[src/rtl/cshit_root.sv]
// cshit_root: pipelined rounded square root, one result bit per stage
// depends on nothing; sideband word travels with the operand
`timescale 1ns / 1ps
module cshit_root #(
  parameter int NB = 48,
  parameter int SB = 8
) (
  input  logic          clk,
  input  logic          en,
  input  logic [NB-1:0] op,
  input  logic [SB-1:0] side_in,
  output logic [NB/2:0] root,
  output logic [SB-1:0] side_out
);
  localparam int RB = NB / 2;
  logic [NB-1:0] rem_r [RB+1];
  logic [NB-1:0] res_r [RB+1];
  logic [SB-1:0] sd_r  [RB+1];

  always_comb begin
    rem_r[0] = op;
    res_r[0] = '0;
    sd_r[0]  = side_in;
  end

  // classic digit-by-digit root, bit = 4^(RB-1-k)
  for (genvar k = 0; k < RB; k++) begin : g_st
    localparam logic [NB-1:0] BIT = NB'(1) << (2 * (RB - 1 - k));
    logic [NB-1:0] rem_nxt, res_nxt;
    always_comb begin
      if (rem_r[k] >= res_r[k] + BIT) begin
        rem_nxt = rem_r[k] - (res_r[k] + BIT);
        res_nxt = (res_r[k] >> 1) + BIT;
      end else begin
        rem_nxt = rem_r[k];
        res_nxt = res_r[k] >> 1;
      end
    end
    always_ff @(posedge clk) begin
      if (en) begin
        rem_r[k+1] <= rem_nxt;
        res_r[k+1] <= res_nxt;
        sd_r[k+1]  <= sd_r[k];
      end
    end
  end

  // round up when the remainder exceeds the root
  assign root = (rem_r[RB] > res_r[RB]) ? (RB+1)'(res_r[RB]) + 1'b1 : (RB+1)'(res_r[RB]);
  assign side_out = sd_r[RB];
endmodule

[config.mk]
export PLATFORM = sky130hd
export DESIGN_NAME = cshit_root
export DESIGN_NICKNAME = d
export VERILOG_FILES = /design/src/rtl/cshit_root.sv
export SDC_FILE = /design/constraint.sdc
export NUM_CORES = 2
export LEC_CHECK = 0
export ABC_CLOCK_PERIOD_IN_PS = 3400
export BUFFER_PORTS_ARGS = -buffer_cell sky130_fd_sc_hd__buf_2
export CORE_UTILIZATION = 50
export DETAILED_ROUTE_END_ITERATION = 6
export GPL_TIMING_DRIVEN = 0
export PLACE_DENSITY = 0.78
export SYNTH_ARGS = -nofsm -noshare
export SYNTH_HDL_FRONTEND = slang
export SYNTH_SLANG_ARGS = --single-unit
[constraint.sdc]
create_clock -name clk -period 3.4 [get_ports clk]
set_input_delay 0.68 -clock clk [delete_from_list [all_inputs] [get_ports clk]]
set_output_delay 0.68 -clock clk [all_outputs]
set_load 0.01 [all_outputs]
* Yosys cells after proc, flatten, opt, wreduce, memory -nomap -nowiden
Index checks and enable logic that the tools add are counted.
** Word-level totals
- Bits in registers :: 2496
- Input bits :: 58
- Output and inout port bits :: 33
- Logic and storage cells :: 240
** Operators by class
- Add/sub/neg operators :: 71
- Order comparisons :: 25
- Muxes and demuxes :: 49
** Operators with widths (number)
- 48-bit 2-to-1 mux :: 24
- 47-bit 2-to-1 mux :: 24
- 48-bit >= comparator :: 23
- 48-bit subtractor :: 23
- 47-bit by 1-bit adder with 48-bit output, second input constant :: 1
- 47-bit by 11-bit adder with 48-bit output, second input constant :: 1
- 47-bit by 13-bit adder with 48-bit output, second input constant :: 1
- 47-bit by 15-bit adder with 48-bit output, second input constant :: 1
- 47-bit by 17-bit adder with 48-bit output, second input constant :: 1
- 47-bit by 19-bit adder with 48-bit output, second input constant :: 1
- 47-bit by 21-bit adder with 48-bit output, second input constant :: 1
- 47-bit by 23-bit adder with 48-bit output, second input constant :: 1
- 47-bit by 25-bit adder with 48-bit output, second input constant :: 1
- 47-bit by 27-bit adder with 48-bit output, second input constant :: 1
- 47-bit by 29-bit adder with 48-bit output, second input constant :: 1
- 47-bit by 3-bit adder with 48-bit output, second input constant :: 1
- 47-bit by 31-bit adder with 48-bit output, second input constant :: 1
- 47-bit by 33-bit adder with 48-bit output, second input constant :: 1
- 47-bit by 35-bit adder with 48-bit output, second input constant :: 1
- 47-bit by 37-bit adder with 48-bit output, second input constant :: 1
- 47-bit by 39-bit adder with 48-bit output, second input constant :: 1
- 47-bit by 41-bit adder with 48-bit output, second input constant :: 1
- 47-bit by 43-bit adder with 48-bit output, second input constant :: 1
- 47-bit by 45-bit adder with 48-bit output, second input constant :: 1
- 31 further kinds :: 31

* Longest topological paths before layout
- Depth after elaboration :: 3
- Mapped depth :: 14
- Gate-level depth less buffers :: 12

* Worst setup path after synthesis
Ideal clock, no wire load.
- Path type :: register to output
- Start :: reg res_r[15] (netlist name)
- End :: out root[16]
- Data arrival time :: 2823 ps
- Required time :: 2720 ps
- Setup slack :: -103 ps
- Cell stages (with the launch flop) :: 11
- Buffers on the path :: 1
- Cell sequence :: edfxtp_1 inv_1 ha_1 nand4_1 or2_2 or4_1 a31o_2 a41oi_1 clkbuf_1 nor2_1 xnor2_1
** On the way
- Longest elaborated chain between the ends :: 2
- Elaborated cells between the ends (all ways) :: 3
- Classes of those cells :: add/sub: 1; order compare: 1; mux: 1
** Ends and longest elaborated chain
- start, declared :: line 17 : logic [NB-1:0] res_r [RB+1];
- start signal, assigned by index :: line 42 : res_r[k+1] <= res_nxt;
- 48-bit > comparator or 25-bit by 1-bit adder with 25-bit output (tied branches) :: line 49 : assign root = (rem_r[RB] > res_r[RB]) ? (RB+1)'(res_r[RB]) + 1'b1 : (RB+1)'(res_r[RB]);
- 25-bit 2-to-1 mux (*) :: line 49
- end, declared :: line 12 : output logic [NB/2:0] root,
Every way passes the cells marked *; elsewhere a longest branch is shown, timed or not.

* Worst setup path after layout
- Start :: reg res_r[14] (netlist name)
- End :: out root[9]
** On the way
- Longest elaborated chain between the ends :: 2
** Ends and longest elaborated chain (line)
- 48-bit > comparator :: 49
- 25-bit 2-to-1 mux :: 49
No other way between the ends.

==> results.sh <==
export IMPL_violations="setup timing"
export IMPL_die_x_um=394
export IMPL_yosys_area_top_type_share_pct=64.2
export IMPL_rsz0062_at_grt="yes"
export IMPL_final_cells=8530
export IMPL_netlist_area_um2=76900
export IMPL_dieArea_um2=155000
export IMPL_detail_route_first_pass_iterations=6
export IMPL_path_delay_family="simple AND/OR/NAND/NOR gates"
export IMPL_diodes=0
export IMPL_io_buffers=90
export IMPL_status="finished with violations"
export IMPL_grt_overflow_total=0
export IMPL_drc=0
export IMPL_grt_pass1_vias=49600
export IMPL_antenna_found_initial=0
export IMPL_path_cells="inv_2, ha_4, nand4_1, or2_4, or4_4, a41o_1, a31oi_4, buf_8, nor3_2, xnor2_1, buf_2"
export IMPL_track_usage_pct=20.6
export IMPL_ys_async_sr_fraction_pct=0
export IMPL_synth_simple_area_share_pct=11.6
export IMPL_clkTransAtPathRegs_ps=70
export IMPL_maxSlewHeadroom_pct=33.3
export IMPL_synth_compound_area_share_pct=9.06
export IMPL_clockBufferDepth=3
export IMPL_num_rows=143
export IMPL_clk_latency_ps=830
export IMPL_vias=48400
export IMPL_slew_viol_final=0
export IMPL_fmax_ghz=0.226
export IMPL_cts_max_level=4
export IMPL_avgSynthCellArea_um2=12.9
export IMPL_final_min_clock_period_ps=4420
export IMPL_synth_seq_cells=1644
export IMPL_path_buf_inv=3
export IMPL_clockRootBuffer="clkbuf_16"
export IMPL_setup_ws_ps=-1020
export IMPL_drt_vias_per_instance=5.67
export IMPL_critPathKind="flop to output port"
export IMPL_worst_pin_slew_ps=993
export IMPL_fp_dieH_um=394
export IMPL_syn_to_final_growth_pct=15.1
export IMPL_grt_pass1_wl_mm=256
export IMPL_drt_iter0_drc=3117
export IMPL_synth_mux_area_fraction_pct=0.548
export IMPL_ys_seq_area_share_pct=64.2
export IMPL_synth_largest_area_cell="edfxtp_1"
export IMPL_clock_skew_ps=93.3
export IMPL_critical_path_required_ps=2720
export IMPL_ios=91
export IMPL_cts_sinks=1644
export IMPL_slowest_stage="or4_4"
export IMPL_max_stage_delay_ps=580
export IMPL_postRouteAntennaNets=0
export IMPL_setup_viol=25
export IMPL_vdd_ir_drop_worst_v=0.000542
export IMPL_power_density_nw_per_um2=633
export IMPL_crit_path_start_kind="flop"
export IMPL_synth_area_top_cells="edfxtp_1 64%, ha_1 5.7%, xor2_1 3.1%, xnor2_1 3.0%, a21oi_1 2.1%"
export IMPL_synthAdderAreaFrac_pct=5.68
export IMPL_drive_gt1_share_pct=12.0
export IMPL_wl_per_cell_um=19.3
export IMPL_dp_cells=8112
export IMPL_synth_top_family_by_area="simple AND/OR/NAND/NOR gates"
export IMPL_yosys_cell_types_count=90
export IMPL_synth_warnings=0
export IMPL_critical_path_max_fanout=5
export IMPL_post_route_period_util_pct=130
export IMPL_p_leak_nw=32.8
export IMPL_place_congestion=1.02
export IMPL_synth_cells=5982
export IMPL_mostFrequentLayoutCell="edfxtp_1"
export IMPL_cp_end_kind="output port"
export IMPL_cts_tree="built"
export IMPL_synth_xor_area_share_pct=6.07
export IMPL_cts_buffers=166
export IMPL_core_area_um2=152000
export IMPL_cap_viol_max_count=0
export IMPL_synth_enable_flop_cells=1644
export IMPL_dpl_hpwl_mm=112
export IMPL_post_place_ws_ps=-1660
export IMPL_hold_viol_final=0
export IMPL_arrival_ps=3740
export IMPL_hold_path_class="input port to flop"
export IMPL_synth_fp_nets=6389
export IMPL_final_cell_mix="1644 x edfxtp_1, 419 x inv_1, 409 x nand2_1"
export IMPL_routed_wl_mm=164
export IMPL_start_util_pct=50.5
export IMPL_nets=6769
export IMPL_fin_util_pct=58.1
export IMPL_grt_max_degree=199
export IMPL_synthFlopType="edfxtp_1"
## cells in the mapped netlist, types with 7 or more instances
library cell     n
nor2_1         376
mux2i_1          8
nor4_1         196
edfxtp_1      1644
a31oi_1         25
or2_2           35
clkbuf_1        85
a21oi_1        325
o211ai_1        26
a21o_1         119
a31o_2          12
buf_4            9
nand3_1        106
nand4b_1        16
buf_1            7
xnor2_1        263
or3_1           65
xor2_1         270
nor3_1         172
a2111oi_0        9
inv_1          433
and4_1           9
and2_1          19
o31ai_1         52
o21bai_1        26
nand3b_1        19
o21a_1          67
mux2_2          24
a211oi_1        33
nor3b_1         13
a21boi_0        15
ha_1           349
o21ai_0        313
nand2_1        410
nand4_1         83
nor4b_1         31
and3_1          18
nor2b_1         40
o31a_1           8
nand2b_1        66
o311ai_0         9
or4_1           45
buf_2           14
o2111ai_1        7
## state kept, by name, indices dropped and copies added (netlist names)
name	flops
res_r	300
sd_r	184
side_out	8
rem_r	1152
## path summary, 6_finish.rpt
path | startpoint | end | slack [ps] | cells after the start
setup reg to reg | rem_r[268]$_DFFE_PP_ | rem_r[231]$_DFFE_PP_ | 50 | 11
hold reg to reg | res_r[201]$_DFFE_PP_ | res_r[152]$_DFFE_PP_ | 410 | 0
hold / removal | op[47] | rem_r[1151]$_DFFE_PP_ | 170 | 3
setup / recovery | res_r[14]$_DFFE_PP_ | root[9] | -1020 | 11
## routing by layer
metal  track usage [%]  routed length [um]  up-vias
li1                  -                   -    23200
met1              20.6               58000    23300
met2              40.4               91100     1436
met3              3.10                6900      482
met4              11.0                8280        0
met5                 0                   0        -
## cells by family after synthesis
logic type / count (synthesis)
and+or+nand+nor: 1745
DFF: 1644
AOI/OAI and AO/OA: 1120
buffers and inverters: 554
xor gates and xnor gates: 533
adders and majority gates: 349
muxes: 37
## final cells by class
type,count,area (um^2)
fillers,11400,63800
flip-flops and latches,1644,49400
multi-input cells,3786,26700
clock buffers,190,4270
well taps,2030,2540
repair buffers,239,2070
inverters,437,1650
clock inverters,116,1390
plain buffers,88,473
## repair_timing
item / CTS / global route
pin swaps: 42 / 47
setup buffers: 43 / 36
hold buffers: 54 / 0
hold endpoints to repair: 54 / 0
setup endpoints to repair: 686 / 436
gates resized for setup: 167 / 158
cloned: 5 / 4
## stage by stage
step                      area (um^2)  setup TNS [ps]  power [W]  hold slack [ps]
after floorplan                 76900               0     0.0339              400
after global placement          79900               -     0.0374              400
after detailed placement        80100         -793570     0.0368              405
after CTS                       87500          -22500     0.0557              126
after global routing            88500          -25420     0.0584              188
final                           88500          -22240     0.0560              172
## where the power goes
part,internal (W),switching (W)
Sequential,0.0254,0.00163
Clock,0.0105,0.00798
Combinational,0.00437,0.00607
## worst reg2reg max path, delay by kind of cell, from the launching register on
kind | cells | cell delay (ps)
simple gates | 4 | 1280
buf+inv | 2 | 420
xor+xnor | 1 | 150
compound gates | 3 | 530
fa+ha+maj | 1 | 290
flops | 1 | 400
Power figures use the tool's default switching activity.
